--- src/hdl/sis_pkg.sv ---
// ----------------------------------------------------------------------------
// sis_pkg
// Shared types and constants for the sorted insertion stack.
// ----------------------------------------------------------------------------
`default_nettype none

package sis_pkg;

  localparam int unsigned DEPTH      = 16;
  localparam int unsigned DATA_WIDTH = 32;
  localparam int unsigned COUNT_W    = 5;
  localparam int unsigned OPCODE_W   = 2;
  localparam int unsigned STATUS_W   = 2;

  typedef enum logic [OPCODE_W-1:0] {
    OP_PUSH  = 2'd0,
    OP_POP   = 2'd1,
    OP_QUERY = 2'd2
  } op_e;

  typedef enum logic [STATUS_W-1:0] {
    ST_OK        = 2'd0,
    ST_POP_EMPTY = 2'd1,
    ST_PUSH_FULL = 2'd2
  } status_e;

  // Input word
  typedef struct packed {
    logic [OPCODE_W-1:0]          opcode;
    logic signed [DATA_WIDTH-1:0] value;
  } item_t;

  // Result word
  typedef struct packed {
    logic signed [DATA_WIDTH-1:0] top_value;
    logic [COUNT_W-1:0]           count;
    logic                         empty_res;
    logic [STATUS_W-1:0]          status;
  } result_t;

  // Command broadcast to every cell of the chain
  typedef struct packed {
    logic                         push;
    logic                         pop;
    logic signed [DATA_WIDTH-1:0] value;
  } cell_cmd_t;

endpackage

`default_nettype wire

--- src/hdl/sis_cell.sv ---
// ----------------------------------------------------------------------------
// sis_cell
// One slot of the sorted chain. Cell 0 holds the minimum; values rise
// toward the far end. On push a cell keeps, takes the new value or takes its
// upper neighbor's value; on pop it takes its lower neighbor's value.
// ----------------------------------------------------------------------------
`default_nettype none

module sis_cell
  import sis_pkg::*;
(
  input  wire logic                         clk_i,
  input  wire cell_cmd_t                    cmd_i,
  input  wire logic                         occ_i,        // slot holds a live entry
  input  wire logic                         prev_lt_i,    // upper neighbor keeps its value
  input  wire logic signed [DATA_WIDTH-1:0] prev_data_i,  // from upper neighbor
  input  wire logic signed [DATA_WIDTH-1:0] next_data_i,  // from lower neighbor
  output      logic                         lt_o,
  output      logic signed [DATA_WIDTH-1:0] data_o
);

  logic signed [DATA_WIDTH-1:0] data_q, data_d;

  // Empty slots compare as larger than anything
  assign lt_o = occ_i && (data_q < cmd_i.value);

  always_comb begin
    data_d = data_q;
    if (cmd_i.push) begin
      if (!lt_o) begin
        data_d = prev_lt_i ? cmd_i.value : prev_data_i;
      end
    end else if (cmd_i.pop) begin
      data_d = next_data_i;
    end
  end

  always_ff @(posedge clk_i) begin
    data_q <= data_d;
  end

  assign data_o = data_q;

endmodule

`default_nettype wire

--- src/hdl/sorted_insertion_stack.sv ---
// ----------------------------------------------------------------------------
// sorted_insertion_stack
// Bounded stack kept in sorted order with the minimum on top.
//
//   channel  ports                    handshake
//   input    item_i (item_t)          start high while busy low
//   result   result_o (result_t)      done_o high for one cycle
//
// One word per cycle: every cell compares against the pushed value in
// parallel and shifts by one slot, so the whole chain updates together.
// The result appears in the cycle after acceptance, from the updated cells.
// busy stays low; a new word may be taken in the same cycle a result shows.
// Reset (rst_ni low) clears the count, status and strobe; cell contents are
// undefined until written and are never shown while unoccupied.
// ----------------------------------------------------------------------------
`default_nettype none

module sorted_insertion_stack
  import sis_pkg::*;
(
  input  wire logic    clk_i,
  input  wire logic    rst_ni,
  input  wire logic    start,
  output      logic    busy,
  input  wire item_t   item_i,
  output      logic    done_o,
  output      result_t result_o
);

  logic                         accept;
  logic [COUNT_W-1:0]           count_q, count_d;
  status_e                      status_q, status_d;
  logic                         done_q;
  cell_cmd_t                    cmd;
  logic [DEPTH-1:0]             occ;
  logic [DEPTH-1:0]             lt;
  logic signed [DATA_WIDTH-1:0] data [DEPTH];

  assign busy   = 1'b0;
  assign accept = start && !busy;

  always_comb begin
    cmd       = '0;
    cmd.value = item_i.value;
    count_d   = count_q;
    status_d  = ST_OK;
    if (accept) begin
      case (item_i.opcode)
        OP_PUSH: begin
          if (count_q >= COUNT_W'(DEPTH)) begin
            status_d = ST_PUSH_FULL;
          end else begin
            cmd.push = 1'b1;
            count_d  = count_q + 1'b1;
          end
        end
        OP_POP: begin
          if (count_q == '0) begin
            status_d = ST_POP_EMPTY;
          end else begin
            cmd.pop = 1'b1;
            count_d = count_q - 1'b1;
          end
        end
        default: begin
          status_d = ST_OK;
        end
      endcase
    end
  end

  for (genvar i = 0; i < DEPTH; i++) begin : g_cell
    logic                         prev_lt;
    logic signed [DATA_WIDTH-1:0] prev_data, next_data;

    assign occ[i] = (COUNT_W'(i) < count_q);

    if (i == 0) begin : g_head
      assign prev_lt   = 1'b1;
      assign prev_data = '0;
    end else begin : g_body
      assign prev_lt   = lt[i-1];
      assign prev_data = data[i-1];
    end

    if (i == DEPTH - 1) begin : g_tail
      assign next_data = '0;
    end else begin : g_link
      assign next_data = data[i+1];
    end

    sis_cell u_cell (
      .clk_i       (clk_i),
      .cmd_i       (cmd),
      .occ_i       (occ[i]),
      .prev_lt_i   (prev_lt),
      .prev_data_i (prev_data),
      .next_data_i (next_data),
      .lt_o        (lt[i]),
      .data_o      (data[i])
    );
  end

  always_ff @(posedge clk_i or negedge rst_ni) begin
    if (!rst_ni) begin
      count_q  <= '0;
      status_q <= ST_OK;
      done_q   <= 1'b0;
    end else begin
      count_q <= count_d;
      done_q  <= accept;
      if (accept) begin
        status_q <= status_d;
      end
    end
  end

  assign done_o             = done_q;
  assign result_o.top_value = (count_q == '0) ? '0 : data[0];
  assign result_o.count     = count_q;
  assign result_o.empty_res = (count_q == '0);
  assign result_o.status    = status_q;

  a_count_bound: assert property (@(posedge clk_i) disable iff (!rst_ni)
    count_q <= COUNT_W'(DEPTH))
    else $error("entry count exceeds depth");

  a_done_follows_accept: assert property (@(posedge clk_i) disable iff (!rst_ni)
    accept |=> done_o)
    else $error("accepted word produced no result strobe");

  a_full_refusal: assert property (@(posedge clk_i) disable iff (!rst_ni)
    (done_o && result_o.status == ST_PUSH_FULL) |-> count_q == COUNT_W'(DEPTH))
    else $error("push refused while not full");

  a_count_step: assert property (@(posedge clk_i) disable iff (!rst_ni)
    !accept |=> count_q == $past(count_q))
    else $error("count changed without an accepted word");

endmodule

`default_nettype wire
--- config.mk ---
export PLATFORM = sky130hd
export DESIGN_NAME = sorted_insertion_stack
export DESIGN_NICKNAME = d
export VERILOG_FILES = /design/src/hdl/sis_pkg.sv /design/src/hdl/sis_cell.sv /design/src/hdl/sorted_insertion_stack.sv
export SDC_FILE = /design/constraint.sdc
export NUM_CORES = 2
export LEC_CHECK = 0
export BUFFER_PORTS_ARGS = -buffer_cell sky130_fd_sc_hd__clkbuf_2
export CORE_UTILIZATION = 50
export CTS_BUF_LIST = sky130_fd_sc_hd__clkbuf_4
export DETAILED_ROUTE_END_ITERATION = 8
export PLACE_DENSITY = 0.72
export SLEW_MARGIN = 10
export SYNTH_ARGS = -nofsm -noshare
export SYNTH_HDL_FRONTEND = slang
export SYNTH_SLANG_ARGS = --single-unit
--- constraint.sdc ---
create_clock -name clk_i -period 5.5 [get_ports clk_i]
set_input_delay 0.825 -clock clk_i [delete_from_list [all_inputs] [get_ports clk_i]]
set_output_delay 0.825 -clock clk_i [all_outputs]
set_load 0.02 [all_outputs]
==> run summary <==
CP Capture Type: flop
Tmin final: 4700 ps
Worst-Skew Late Latency: 1020 ps
R2R Setup Slk: 990 ps
Clock slew at reported path FFs: 60 ps
Final Cell Area: 39,700 µm²
Tcrit/Tclk final: 85.5%
Worst-Margin Slew: 1140 ps
Pwr/cell area: 353 nW/µm²
DR pass1 iterations: 6
Unrepaired setup endpoints after global routing: false
Tot Pwr: 14.0 mW
Setup TNS: 0 ps
DRT iter0 DRCs: 2,485
H-tree Lvls: 4
CP bufs+invs: 4
CP max stage cell: nor4_1
First-pass GRT wire length: 160 mm
Setup bufs post-CTS: 0
Chip height: 271 µm
Filler Cells Inserted: 6,312
Synth Warn #: 0
Placed insts: 4,469
Hold Vio Cnt, Final: 0
Slew Limit Headroom: 24.0%
Row cnt: 98
Syn Area/Cell: 10.1 µm²
Synth top area cells: edfxtp_1 (42%), ha_1 (16%), mux2i_1 (8.0%)
EDFF count, synth: 512
Part of the Yosys area used for sequential elements: 43.0%
Syn Nets: 4,078
Port-buffer cells: 77
Core Area: 71,600 µm²
Crit-path max cell delay: 980 ps
Synth async-reset ratio: 1.54%
Final Net Count: 4,170
Worst-path cell chain: clkbuf_2 -> inv_1 -> buf_4 -> ha_1 -> nand4_1 -> nor4_1 -> o211ai_1 -> a21oi_1 -> nor3_1 -> or4b_2 -> nand2_1 -> nand2_1 -> buf_4
CP top delay family: simple AND/OR/NAND/NOR gates
Hold_buf cts: 3
CTS resizes: 0
Deepest clock path buffer count: 3
Maxcap violations: 0
DRC viols: 0
Worst Skew: 48.4 ps
Kind of critical path: in -> reg
Yosys cell types: 66
CTS tree: yes
Initial antenna violation count: 7
Total gr overflow: 0
Startpoint types: input port
Vias: 29,200
Leak: 16.5 nW
Vias per cell: 6.18
Non-Filler Instances: 4,717
Status: complete, no violations
HPWL Detailed: 76.1 mm
Yosys reg bits: 520
Top-area cell type share of the netlist area: 42.5%
GRT Total Usage: 27.9%
Peak Freq: 213 MHz
# IOs: 79
Critical Path RT: 6210 ps
Die ar.: 73,500 µm²
Commonest non-fill, non-tap cell in the layout: nand2_1
Sinks on Clock Net: 520
Mapped Area: 36,200 µm²
Routability Congestion: 0.911
Area Growth Syn to Fin: 9.79%
Post-Syn Instances: 3,573
Avg WL per Cell: 22.0 µm
HP Class: in -> reg
Largest net degree at the start of global routing: 208
TritonCTS Buffers: 141
Final setup viols: 0
Most frequent cells in the layout: nand2_1 (635), edfxtp_1 (512), ha_1 (468), mux2i_1 (289), o21ai_0 (261)
Max-slew violations: 0
Maximum vdd ir drop: 0.000275 V
Synth area leader: edfxtp_1
Share of layout cells above drive strength 1: 11.4%
Remaining antenna violation count: 0
Clock root buffer: clkbuf_4
Placed instance area: 37,900 µm²
Post-Route WL: 104 mm
Initial Util: 50.5%
Die Span X: 271 µm
WP data arrival: 5410 ps
Vias in the first global route: 28,600
Top FF cell, synth: edfxtp_1
Crit-path max FO: 29
[worst reg2reg max path: stages, from the launching register on]
cell      delay, ps
edfxtp_1        440
ha_1            320
nand4_1         210
nor4_1         1000
o211ai_1        220
a21oi_1         590
nor3_1          110
or4b_2          730
buf_4           320
nand3_1         190
o211ai_1        110
[stage by stage]
| step | setup WS (ps) | hold WS [ps] | utilization (%) |
|---|---|---|---|
| after floorplan | 88.1 | 514 | - |
| after global placement | 182 | 516 | 52.9 |
| after detailed placement | 89.3 | 520 | 52.9 |
| after CTS | 1180 | 35.8 | 55.5 |
| after global routing | 790 | 140 | 55.5 |
| final | 799 | 112 | 55.5 |
[cells in the mapped netlist, drive strengths merged, types with 18 or more instances]
cell type  instances
nand2            636
edfxtp           512
ha               468
o21ai            418
mux2i            290
nand3            214
o211ai           177
clkbuf           157
a21oi            135
a21o              77
buf               68
nand4             63
nor2              53
inv               49
and2              32
a211oi            30
nor3              21
and4              18
[sequential cells by signal, indices dropped and copies added (netlist names)]
name                  flops
done_o                    1
count_q                   5
status_q                  2
g_cell.u_cell.data_o    512
[per-layer routing]
layer  GRT usage, %  vias up  wire, µm
li1               -    13900         -
met3           4.29      231      7140
met2           45.6     1083     48900
met5              0        -        70
met1           36.7    14000     44500
met4           11.6       10      3250
[power breakdown]
group          internal [mW]  total [mW]  switching, mW
combinational           1.82        4.80           2.98
clock                   1.93        3.67           1.74
sequential              5.08        5.55          0.462
total                   8.83        14.0           5.18
[worst paths after layout]
kind | startpoint | end | cells after the start
worst max-delay path | item_i[26] | g_cell[10].u_cell.data_o[16] | 13
worst min-delay path | item_i[32] | status_q[1] | 2
worst max register to register | g_cell[7].u_cell.data_o[27] | g_cell[8].u_cell.data_o[4] | 10
worst min register to register | status_q[0] | status_q[0] | 2
max in group asynchronous | rst_ni | count_q[3] | 2
min in group asynchronous | rst_ni | count_q[1] | 2
[layout make-up]
| cell class | instances | area (µm²) | share of cell area (%) |
|---|---|---|---|
| Inverter | 49 | 184 | 0.463 |
| Clock inverter | 29 | 224 | 0.564 |
| Timing Repair Buffer | 174 | 1380 | 3.48 |
| Sequential cell | 520 | 15600 | 39.2 |
| Tap cell | 950 | 1190 | 2.99 |
| Multi-Input combinational cell | 2779 | 19600 | 49.3 |
| Clock buffer | 211 | 1580 | 3.99 |
| Antenna cell | 5 | 12.5 | 0.0315 |
[cells by family (layout without fill, tap and decap cells)]
family          count (synthesis)  in the layout  synth area share (%)
other cells                     1              6                0.0104
buf+inv                       274            463                  3.38
mux                           291            291                  8.05
fa+ha+maj                     468            468                  16.2
xor+xnor                        4              4                0.0968
simple gates                 1097           1097                  13.7
compound gates                918            918                  15.5
flops                         520            520                  43.0
No activity file was read; power rests on OpenSTA's default activity.
